`src/rtl/pmt_pkg.sv`:
```
package pmt_pkg;

  localparam int FUNC_W = 2;
  localparam int COEF_W = 16;
  localparam int EXP_W  = 4;
  localparam int SUM_W  = 24;
  localparam int MUL_W  = 2 * SUM_W;
  localparam int PROD_W = 56;
  localparam int PEXP_W = 5;

  localparam logic [SUM_W-1:0] SUM_MAX = {1'b0, {(SUM_W-1){1'b1}}};
  localparam logic [SUM_W-1:0] SUM_MIN = {1'b1, {(SUM_W-1){1'b0}}};

  typedef enum logic [FUNC_W-1:0] {
    FUNC_LOAD_FIRST  = 2'd0,
    FUNC_LOAD_SECOND = 2'd1,
    FUNC_COMPUTE     = 2'd2,
    FUNC_NOP         = 2'd3
  } func_e;

  typedef enum logic [2:0] {
    ST_IDLE = 3'b001,
    ST_LOAD = 3'b010,
    ST_CONV = 3'b100
  } state_e;

endpackage

```
`src/rtl/pmt_if.sv`:
```
interface pmt_in_if;
  import pmt_pkg::*;

  logic                     valid;
  logic                     ready;
  logic [FUNC_W-1:0]        func;
  logic signed [COEF_W-1:0] coefficient;
  logic [EXP_W-1:0]         exponent;

  modport source (output valid, func, coefficient, exponent, input ready);
  modport sink   (input valid, func, coefficient, exponent, output ready);
endinterface

interface pmt_out_if;
  import pmt_pkg::*;

  logic                     valid;
  logic                     ready;
  logic signed [PROD_W-1:0] product_coefficient;
  logic [PEXP_W-1:0]        product_exponent;
  logic                     last_term;
  logic                     empty_product;

  modport source (output valid, product_coefficient, product_exponent, last_term,
                  empty_product, input ready);
  modport sink   (input valid, product_coefficient, product_exponent, last_term,
                  empty_product, output ready);
endinterface

```
`src/rtl/pmt_coef_store.sv`:
```
module pmt_coef_store #(
  parameter int TERMS = 16
) (
  input  logic                              clk_i,
  input  logic                              rst_ni,
  input  logic                              rd_en_i,
  input  logic [$clog2(TERMS)-1:0]          rd_addr_i,
  output logic signed [pmt_pkg::SUM_W-1:0]  rd_data_o,
  input  logic                              wr_en_i,
  input  logic [$clog2(TERMS)-1:0]          wr_addr_i,
  input  logic [pmt_pkg::SUM_W-1:0]         wr_data_i,
  input  logic                              clr_i
);
  import pmt_pkg::*;

  logic [SUM_W-1:0] mem_q [TERMS];
  logic [SUM_W-1:0] rd_data_q;
  logic [TERMS-1:0] entry_valid_q;
  logic             rd_valid_q;

  always_ff @(posedge clk_i) begin
    if (wr_en_i) begin
      mem_q[wr_addr_i] <= wr_data_i;
    end
    if (rd_en_i) begin
      rd_data_q <= mem_q[rd_addr_i];
    end
  end

  // entries never written since the last clear read as zero
  always_ff @(posedge clk_i or negedge rst_ni) begin
    if (!rst_ni) begin
      entry_valid_q <= '0;
      rd_valid_q    <= 1'b0;
    end else begin
      if (clr_i) begin
        entry_valid_q <= '0;
      end else if (wr_en_i) begin
        entry_valid_q[wr_addr_i] <= 1'b1;
      end
      if (rd_en_i) begin
        rd_valid_q <= entry_valid_q[rd_addr_i];
      end
    end
  end

  assign rd_data_o = rd_valid_q ? signed'(rd_data_q) : '0;

endmodule

```
`src/rtl/pmt_conv_engine.sv`:
```
module pmt_conv_engine #(
  parameter int TERMS = 16
) (
  input  logic                              clk_i,
  input  logic                              rst_ni,
  input  logic                              start_i,
  input  logic signed [pmt_pkg::SUM_W-1:0]  a_data_i,
  input  logic signed [pmt_pkg::SUM_W-1:0]  b_data_i,
  output logic                              rd_en_o,
  output logic [$clog2(TERMS)-1:0]          a_addr_o,
  output logic [$clog2(TERMS)-1:0]          b_addr_o,
  output logic                              done_o,
  pmt_out_if.source                         out_o
);
  import pmt_pkg::*;

  localparam int AW   = $clog2(TERMS);
  localparam int KW   = $clog2(2 * TERMS - 1);
  localparam int KMAX = 2 * TERMS - 2;

  logic                     running_q;
  logic [KW-1:0]            k_q;
  logic [AW-1:0]            i_q;
  logic [KW-1:0]            k_next;
  logic [AW-1:0]            i_hi;
  logic [AW-1:0]            i_lo_next;
  logic                     row_end;
  logic                     stall;
  logic                     issue;

  logic                     s1_valid_q, s1_lastk_q, s1_end_q;
  logic [KW-1:0]            s1_k_q;
  logic                     s2_valid_q, s2_lastk_q, s2_end_q;
  logic [KW-1:0]            s2_k_q;
  logic signed [MUL_W-1:0]  prod_q;
  logic signed [MUL_W-1:0]  prod_d;

  logic signed [PROD_W-1:0] acc_q;
  logic signed [PROD_W-1:0] sum_w;
  logic                     sum_done;
  logic                     pend_valid_q;
  logic signed [PROD_W-1:0] pend_coef_q;
  logic [KW-1:0]            pend_k_q;
  logic                     flush_q;

  logic                     load_mid;
  logic                     load_fin;
  logic                     out_valid_q;
  logic signed [PROD_W-1:0] out_coef_q;
  logic [PEXP_W-1:0]        out_exp_q;
  logic                     out_last_q;
  logic                     out_empty_q;

  assign stall = out_valid_q & ~out_o.ready;
  assign issue = running_q & ~stall;

  always_comb begin
    k_next    = k_q + KW'(1);
    i_hi      = (k_q < KW'(TERMS)) ? AW'(k_q) : AW'(TERMS - 1);
    i_lo_next = (k_next < KW'(TERMS)) ? '0 : AW'(k_next - KW'(TERMS - 1));
    row_end   = (i_q == i_hi);
  end

  assign rd_en_o  = issue;
  assign a_addr_o = i_q;
  assign b_addr_o = AW'(k_q - KW'(i_q));

  // address sequencer: one product term per cycle unless out_o stalls, diagonal by diagonal
  always_ff @(posedge clk_i or negedge rst_ni) begin
    if (!rst_ni) begin
      running_q <= 1'b0;
      k_q       <= '0;
      i_q       <= '0;
    end else if (start_i) begin
      running_q <= 1'b1;
      k_q       <= '0;
      i_q       <= '0;
    end else if (issue) begin
      if (row_end) begin
        if (k_q == KW'(KMAX)) begin
          running_q <= 1'b0;
        end else begin
          k_q <= k_next;
          i_q <= i_lo_next;
        end
      end else begin
        i_q <= i_q + AW'(1);
      end
    end
  end

  assign prod_d = a_data_i * b_data_i;

  always_ff @(posedge clk_i or negedge rst_ni) begin
    if (!rst_ni) begin
      s1_valid_q <= 1'b0;
      s2_valid_q <= 1'b0;
    end else if (!stall) begin
      s1_valid_q <= issue;
      s2_valid_q <= s1_valid_q;
    end
  end

  always_ff @(posedge clk_i) begin
    if (!stall) begin
      s1_lastk_q <= row_end;
      s1_end_q   <= row_end && (k_q == KW'(KMAX));
      s1_k_q     <= k_q;
      s2_lastk_q <= s1_lastk_q;
      s2_end_q   <= s1_end_q;
      s2_k_q     <= s1_k_q;
      prod_q     <= prod_d;
    end
  end

  assign sum_w    = acc_q + {{(PROD_W-MUL_W){prod_q[MUL_W-1]}}, prod_q};
  assign sum_done = ~stall & s2_valid_q & s2_lastk_q;
  assign load_mid = sum_done & (sum_w != '0) & pend_valid_q;
  assign load_fin = flush_q & ~stall;
  assign done_o   = load_fin;

  // a nonzero term waits in pend until the next one shows whether it is last
  always_ff @(posedge clk_i or negedge rst_ni) begin
    if (!rst_ni) begin
      acc_q        <= '0;
      pend_valid_q <= 1'b0;
      flush_q      <= 1'b0;
    end else begin
      if (~stall & s2_valid_q) begin
        acc_q <= s2_lastk_q ? '0 : sum_w;
      end
      if (sum_done && sum_w != '0) begin
        pend_valid_q <= 1'b1;
      end
      if (~stall & s2_valid_q & s2_end_q) begin
        flush_q <= 1'b1;
      end
      if (load_fin) begin
        flush_q      <= 1'b0;
        pend_valid_q <= 1'b0;
      end
    end
  end

  always_ff @(posedge clk_i) begin
    if (sum_done && sum_w != '0) begin
      pend_coef_q <= sum_w;
      pend_k_q    <= s2_k_q;
    end
  end

  always_ff @(posedge clk_i or negedge rst_ni) begin
    if (!rst_ni) begin
      out_valid_q <= 1'b0;
    end else begin
      if (out_o.ready) begin
        out_valid_q <= 1'b0;
      end
      if (load_mid || load_fin) begin
        out_valid_q <= 1'b1;
      end
    end
  end

  always_ff @(posedge clk_i) begin
    if (load_mid) begin
      out_coef_q  <= pend_coef_q;
      out_exp_q   <= PEXP_W'(pend_k_q);
      out_last_q  <= 1'b0;
      out_empty_q <= 1'b0;
    end else if (load_fin) begin
      out_coef_q  <= pend_valid_q ? pend_coef_q : '0;
      out_exp_q   <= pend_valid_q ? PEXP_W'(pend_k_q) : '0;
      out_last_q  <= 1'b1;
      out_empty_q <= ~pend_valid_q;
    end
  end

  assign out_o.valid               = out_valid_q;
  assign out_o.product_coefficient = out_coef_q;
  assign out_o.product_exponent    = out_exp_q;
  assign out_o.last_term           = out_last_q;
  assign out_o.empty_product       = out_empty_q;

endmodule

```
`src/rtl/polynomial_multiply_terms_core.sv`:
```
// Polynomial product by terms.
// in_i carries commands: func 0 adds (coefficient, exponent) to the first
// polynomial, func 1 to the second, func 2 multiplies them; func 3 is dropped.
// Each polynomial lives in a TERMS-deep, 24-bit coefficient RAM indexed by
// exponent; a load is a read-modify-write with saturating add, and in_i is
// not ready until the write is done. Zero coefficients and exponents at or
// above TERMS are accepted and ignored.
// A compute walks the product diagonals, one multiply-accumulate per cycle
// while out_o is not stalled, with both RAMs read in parallel. out_o
// delivers the nonzero product terms in ascending exponent order, last_term
// on the final one, or a single empty_product transaction when all sums are
// zero. in_i is not ready while a compute runs. When out_o stalls, the
// multiply-accumulate pipeline freezes until the output register is taken.
// Reset, and the end of each compute, clear both RAMs through per-entry
// valid bits.
module polynomial_multiply_terms_core #(
  parameter int TERMS = 16
) (
  input  logic      clk_i,
  input  logic      rst_ni,
  pmt_in_if.sink    in_i,
  pmt_out_if.source out_o
);
  import pmt_pkg::*;

  localparam int AW = $clog2(TERMS);

  state_e                   state_q, state_d;
  logic                     accept;
  logic                     term_ok;
  logic                     load_go;
  logic                     comp_go;
  logic                     sel_q;
  logic signed [COEF_W-1:0] coef_q;
  logic [AW-1:0]            addr_q;
  logic [AW-1:0]            in_addr;

  logic                     eng_rd_en;
  logic [AW-1:0]            eng_a_addr;
  logic [AW-1:0]            eng_b_addr;
  logic                     eng_done;

  logic signed [SUM_W-1:0]  a_data, b_data, old_data;
  logic [SUM_W:0]           sum_w;
  logic [SUM_W-1:0]         sat_sum;
  logic                     a_rd_en, b_rd_en, a_wr_en, b_wr_en;
  logic [AW-1:0]            a_rd_addr, b_rd_addr;

  assign in_i.ready = (state_q == ST_IDLE);
  assign accept     = in_i.valid & in_i.ready;
  assign term_ok    = (in_i.coefficient != '0) && (32'(in_i.exponent) < TERMS);
  assign in_addr    = AW'(in_i.exponent);

  always_comb begin
    load_go = 1'b0;
    comp_go = 1'b0;
    case (func_e'(in_i.func))
      FUNC_LOAD_FIRST, FUNC_LOAD_SECOND: load_go = accept & term_ok;
      FUNC_COMPUTE:                      comp_go = accept;
      default: ;
    endcase
  end

  always_comb begin
    state_d = state_q;
    case (state_q)
      ST_IDLE: begin
        if (load_go) begin
          state_d = ST_LOAD;
        end else if (comp_go) begin
          state_d = ST_CONV;
        end
      end
      ST_LOAD: state_d = ST_IDLE;
      ST_CONV: begin
        if (eng_done) begin
          state_d = ST_IDLE;
        end
      end
      default: state_d = ST_IDLE;
    endcase
  end

  always_ff @(posedge clk_i or negedge rst_ni) begin
    if (!rst_ni) begin
      state_q <= ST_IDLE;
    end else begin
      state_q <= state_d;
    end
  end

  always_ff @(posedge clk_i) begin
    if (load_go) begin
      sel_q  <= in_i.func[0];
      coef_q <= in_i.coefficient;
      addr_q <= in_addr;
    end
  end

  assign a_rd_en   = (load_go & ~in_i.func[0]) | eng_rd_en;
  assign b_rd_en   = (load_go & in_i.func[0]) | eng_rd_en;
  assign a_rd_addr = (state_q == ST_CONV) ? eng_a_addr : in_addr;
  assign b_rd_addr = (state_q == ST_CONV) ? eng_b_addr : in_addr;
  assign a_wr_en   = (state_q == ST_LOAD) & ~sel_q;
  assign b_wr_en   = (state_q == ST_LOAD) & sel_q;

  assign old_data = sel_q ? b_data : a_data;
  assign sum_w    = {old_data[SUM_W-1], old_data} +
                    {{(SUM_W+1-COEF_W){coef_q[COEF_W-1]}}, coef_q};

  always_comb begin
    if (sum_w[SUM_W] != sum_w[SUM_W-1]) begin
      sat_sum = sum_w[SUM_W] ? SUM_MIN : SUM_MAX;
    end else begin
      sat_sum = sum_w[SUM_W-1:0];
    end
  end

  pmt_coef_store #(.TERMS(TERMS)) u_first (
    .clk_i     (clk_i),
    .rst_ni    (rst_ni),
    .rd_en_i   (a_rd_en),
    .rd_addr_i (a_rd_addr),
    .rd_data_o (a_data),
    .wr_en_i   (a_wr_en),
    .wr_addr_i (addr_q),
    .wr_data_i (sat_sum),
    .clr_i     (eng_done)
  );

  pmt_coef_store #(.TERMS(TERMS)) u_second (
    .clk_i     (clk_i),
    .rst_ni    (rst_ni),
    .rd_en_i   (b_rd_en),
    .rd_addr_i (b_rd_addr),
    .rd_data_o (b_data),
    .wr_en_i   (b_wr_en),
    .wr_addr_i (addr_q),
    .wr_data_i (sat_sum),
    .clr_i     (eng_done)
  );

  pmt_conv_engine #(.TERMS(TERMS)) u_engine (
    .clk_i    (clk_i),
    .rst_ni   (rst_ni),
    .start_i  (comp_go),
    .a_data_i (a_data),
    .b_data_i (b_data),
    .rd_en_o  (eng_rd_en),
    .a_addr_o (eng_a_addr),
    .b_addr_o (eng_b_addr),
    .done_o   (eng_done),
    .out_o    (out_o)
  );

endmodule

```
`src/flat_wrapper.sv`:
```
// flat-port wrapper written by rule: the top's interface ports become plain ports
module polynomial_multiply_terms_core_flat import pmt_pkg::*;
#(
  parameter int TERMS = 16
)
  (clk_i, rst_ni, in_i_valid, in_i_func, in_i_coefficient, in_i_exponent, in_i_ready, out_o_valid, out_o_product_coefficient, out_o_product_exponent, out_o_last_term, out_o_empty_product, out_o_ready);
  pmt_in_if in_i_i ();
  pmt_out_if out_o_i ();
  input  logic clk_i;
  input  logic rst_ni;
  input wire logic [$bits(in_i_i.valid)-1:0] in_i_valid;
  input wire logic [$bits(in_i_i.func)-1:0] in_i_func;
  input wire logic [$bits(in_i_i.coefficient)-1:0] in_i_coefficient;
  input wire logic [$bits(in_i_i.exponent)-1:0] in_i_exponent;
  output wire logic [$bits(in_i_i.ready)-1:0] in_i_ready;
  output wire logic [$bits(out_o_i.valid)-1:0] out_o_valid;
  output wire logic [$bits(out_o_i.product_coefficient)-1:0] out_o_product_coefficient;
  output wire logic [$bits(out_o_i.product_exponent)-1:0] out_o_product_exponent;
  output wire logic [$bits(out_o_i.last_term)-1:0] out_o_last_term;
  output wire logic [$bits(out_o_i.empty_product)-1:0] out_o_empty_product;
  input wire logic [$bits(out_o_i.ready)-1:0] out_o_ready;
  assign in_i_i.valid = in_i_valid;
  assign in_i_i.func = in_i_func;
  assign in_i_i.coefficient = in_i_coefficient;
  assign in_i_i.exponent = in_i_exponent;
  assign in_i_ready = in_i_i.ready;
  assign out_o_valid = out_o_i.valid;
  assign out_o_product_coefficient = out_o_i.product_coefficient;
  assign out_o_product_exponent = out_o_i.product_exponent;
  assign out_o_last_term = out_o_i.last_term;
  assign out_o_empty_product = out_o_i.empty_product;
  assign out_o_i.ready = out_o_ready;
  polynomial_multiply_terms_core #(.TERMS(TERMS)) u_core (.clk_i(clk_i), .rst_ni(rst_ni), .in_i(in_i_i), .out_o(out_o_i));
endmodule
```
`config.mk`:
```
export PLATFORM = sky130hd
export DESIGN_NAME = polynomial_multiply_terms_core_flat
export DESIGN_NICKNAME = d
export VERILOG_FILES = /design/src/rtl/pmt_pkg.sv /design/src/rtl/pmt_if.sv /design/src/rtl/pmt_coef_store.sv /design/src/rtl/pmt_conv_engine.sv /design/src/rtl/polynomial_multiply_terms_core.sv /design/src/flat_wrapper.sv
export SDC_FILE = /design/constraint.sdc
export NUM_CORES = 2
export LEC_CHECK = 0
export ABC_CLOCK_PERIOD_IN_PS = 9810
export BUFFER_PORTS_ARGS = -buffer_cell sky130_fd_sc_hd__buf_4
export CORE_UTILIZATION = 40
export CTS_CLUSTER_DIAMETER = 120
export DETAILED_ROUTE_END_ITERATION = 7
export GPL_TIMING_DRIVEN = 0
export PLACE_DENSITY = 0.61
export SKIP_LAST_GASP = 1
export SYNTH_ARGS = -nofsm -noshare
export SYNTH_HDL_FRONTEND = slang
export SYNTH_SLANG_ARGS = --single-unit
```
`constraint.sdc`:
```
create_clock -name clk_i -period 9.81 [get_ports clk_i]
set_clock_uncertainty 0.15 [all_clocks]
set_input_delay 0.981 -clock clk_i [delete_from_list [all_inputs] [get_ports clk_i]]
set_output_delay 0.981 -clock clk_i [all_outputs]
set_load 0.01 [all_outputs]
```
==> results.py <==
metrics = {
    "pwr": {
        "peakVddDrop_mv": 0.2241,
        "p_leak_uw": 0.03002,
        "power_density_nw_per_um2": 340.3,
    },
    "synthesis": {
        "yosys.area_share.simple": 0.1064,
        "yosysTopAreaCellShare": 0.4469,
        "syn_nets": 6509,
        "synth_ff_type": "edfxtp_1",
        "synthTopCellsByArea": "edfxtp_1 45%, fa_1 18%, ha_1 4.0%",
        "synthArstFlopShare": 0.09549,
        "syn_avg_cell_area_um2": 12.14,
        "synth-xor-area-share": 0.01634,
        "synth_top_family_by_area": "adder cells",
        "syn_area_um2": 68610,
        "netlist_instances": 5653,
        "yosysSeqAreaShare": 0.4869,
        "synth_edf_count": 1021,
        "synth-compound-area-share": 0.08589,
        "synthAdderAreaFrac": 0.2183,
        "ys_types": 86,
        "synth_mux_area_frac": 0.03452,
        "yosys_warnings": 0,
        "synth_top_area_cell": "edfxtp_1",
        "ys_ff_latch": 1131,
    },
    "critical_path": {
        "path_class": "flop to flop",
        "worstPathRequired_ns": 10.14,
        "cp_max_fo": 10,
        "r2r_slack_ns": 0.22,
        "arrival_ns": 9.92,
        "worstSetupStartpointType": "flop",
        "end_kind": "flop",
    },
    "finish": {
        "layout-drive-gt1-share": 0.09259,
        "fin_nets": 6756,
        "syn_to_final_growth_pct": 12.50,
        "most-common-layout-cells": "1021 x edfxtp_1, 721 x nand2_1, 649 x inv_1, 610 x fa_1, 444 x nor2_1",
        "multi_input_area_um2": 32090,
        "final_common_cell": "edfxtp_1",
        "fin_util": 0.4544,
        "seq_area_um2": 33400,
        "fillCellCount": 15400,
        "postLayoutCellArea_um2": 77180,
    },
    "drt": {
        "wirelength_mm": 203.0,
        "first_pass_iters": 5,
        "vias_per_cell": 5.443,
        "wl_per_cell_um": 24.71,
        "drc": 0,
        "drt_iter0_markers": 3808,
        "ant_nets": 0,
        "via_count": 44720,
    },
    "grt": {
        "grt_max_degree": 66,
        "grt_first_pass_wirelength_mm": 299.3,
        "grt_overflow": 0,
        "antenna_found_initial": 6,
        "grt_pass1_vias": 45550,
        "grt_util_all_layers": 0.2353,
    },
    "place": {
        "dp_hpwl_mm": 155.4,
        "port-buffer-count": 90,
        "place.gp.congestion": 1.013,
        "pre_cts_ws_ns": -0.2431,
        "placed_area_um2": 73480,
    },
    "clock_tree": {
        "cts_hold_buf": 0,
        "cts-resized-gates": 9,
        "cts_sinks": 1131,
        "clk_latency_ns": 0.79,
        "clkTransAtPathRegs_ns": 0.06,
        "cts_root_buf": "clkbuf_16",
        "htree_levels": 3,
        "cts_buffers": 112,
        "cts_buffer_depth": 3,
        "post_cts_buffers": 0,
        "cts_tree": "built",
    },
    "run": {
        "drv_cap": 0,
    },
    "timing": {
        "hold_viol_final": 0,
        "finalSetupViolCount": 0,
        "relSlewSlack": 0.05521,
        "holdWs_ns": 0.02025,
        "fin_crit_sh": 0.9772,
        "tightest_slew_ns": 1.398,
        "slew_viol_final": 0,
        "worst_slack_ns": 0.2237,
        "setup_tns_ns": 0,
        "clock.fmax_mhz": 104.3,
        "min_period_ns": 9.586,
    },
    "status": {
        "outcome": "finished, final reports clean",
    },
    "die": {
        "fp.coreArea_um2": 169800,
        "die_w_um": 416.2,
        "io-pin-count": 91,
        "core.rowCount": 151,
        "start_util": 0.4039,
        "dieArea_um2": 173200,
        "dieHeight_um": 416.2,
    },
    "worst_hold_path": {
        "hold_path.class": "primary input to async pin",
    },
}
[flip-flops by register name, summed over array words and instances (netlist names), 3 cells and up]
register,cells
u_core.u_first.mem_q,384
u_core.u_second.mem_q,384
u_core.u_engine.acc_q,56
u_core.u_engine.out_o.product_coefficient,56
u_core.u_engine.pend_coef_q,56
u_core.u_engine.prod_q,48
u_core.u_first.rd_data_q,24
u_core.u_second.rd_data_q,24
u_core.coef_q,16
u_core.u_first.entry_valid_q,16
u_core.u_second.entry_valid_q,16
u_core.u_engine.k_q,5
u_core.u_engine.out_o.product_exponent,5
u_core.u_engine.pend_k_q,5
u_core.u_engine.s1_k_q,5
u_core.u_engine.s2_k_q,5
u_core.addr_q,4
u_core.u_engine.a_addr_o,4
u_core.state_q,3
[path summary, 6_finish.rpt]
kind,to,cells past startpoint,startpoint
setup / recovery,u_core.u_engine.prod_q[47],26,u_core.u_second.rd_valid_q
hold / removal,u_core.u_engine.acc_q[8],1,rst_ni
setup reg to reg,u_core.u_engine.prod_q[47],26,u_core.u_second.rd_valid_q
hold reg to reg,u_core.u_engine.s2_k_q[1],0,u_core.u_engine.s1_k_q[1]
max in group asynchronous,u_core.u_second.entry_valid_q[9],2,rst_ni
min in group clk_i,u_core.state_q[1],2,in_i_func[1]
[synthesized netlist by cell type, drive strengths merged, types with 87 or more instances]
master  number
edfxtp    1021
nand2      724
inv        649
fa         610
nor2       477
clkbuf     254
and2       246
ha         220
a21oi      174
a211oi     171
o21ai      124
dfrtp      107
mux4       100
a31oi       87
[where the power goes]
part	switching (µW)	internal (µW)	total, µW
clock	1910	2360	4270
sequential	322	7360	7680
combinational	9180	5130	14300
total	11400	14900	26300
[cell families after synthesis]
group | after synthesis
simple gates | 1650
buf+inv | 940
xor+xnor | 128
compound gates | 862
mux | 111
flops | 1131
fa+ha+maj | 831
[routing by layer]
| layer | track usage | up-vias | wire (µm) |
|---|---|---|---|
| met5 | 0 | - | 7 |
| met1 | 0.3096 | 22740 | 83750 |
| li1 | - | 19960 | - |
| met3 | 0.03728 | 418 | 13190 |
| met4 | 0.1107 | 2 | 10870 |
| met2 | 0.3817 | 1606 | 95140 |
[stage by stage]
step | std cells | total power, µW
after floorplan | 5653 | 16800
after global placement | 7961 | 21330
after detailed placement | 8006 | 21990
after CTS | 8212 | 26300
after global routing | 8214 | 28000
final | 8215 | 26260
[critical path, cell delays in order (launching register included)]
cell        delay, ns
dfrtp_1          0.32
clkbuf_1         0.24
and2_1           0.17
clkbuf_1         0.62
clkinvlp_4       0.51
buf_1            0.51
nor2_1           0.28
fa_1             0.46
fa_1             0.52
fa_1             0.46
fa_1             0.60
fa_1             0.47
fa_1             0.49
inv_1            0.05
fa_1             0.47
inv_1            0.04
ha_1             0.31
nand2_1          0.10
nor2_1           0.08
a221o_1          0.40
or4b_1           0.59
a31o_1           0.25
a31o_1           0.25
a221o_1          0.31
a21o_1           0.23
a221oi_2         0.28
xnor2_1          0.15
[area by class of cell]
cell class | count | area share
multi-input cells | 3582 | 0.4158
repair buffers | 135 | 0.02166
clock buffers | 144 | 0.03891
flip-flops and latches | 1131 | 0.4328
inverters | 650 | 0.03166
plain buffers | 288 | 0.01490
well taps | 2218 | 0.03596
clock inverters | 64 | 0.008251
diodes | 3 | 0.00009726
No activity file was read; power rests on OpenSTA's default activity.
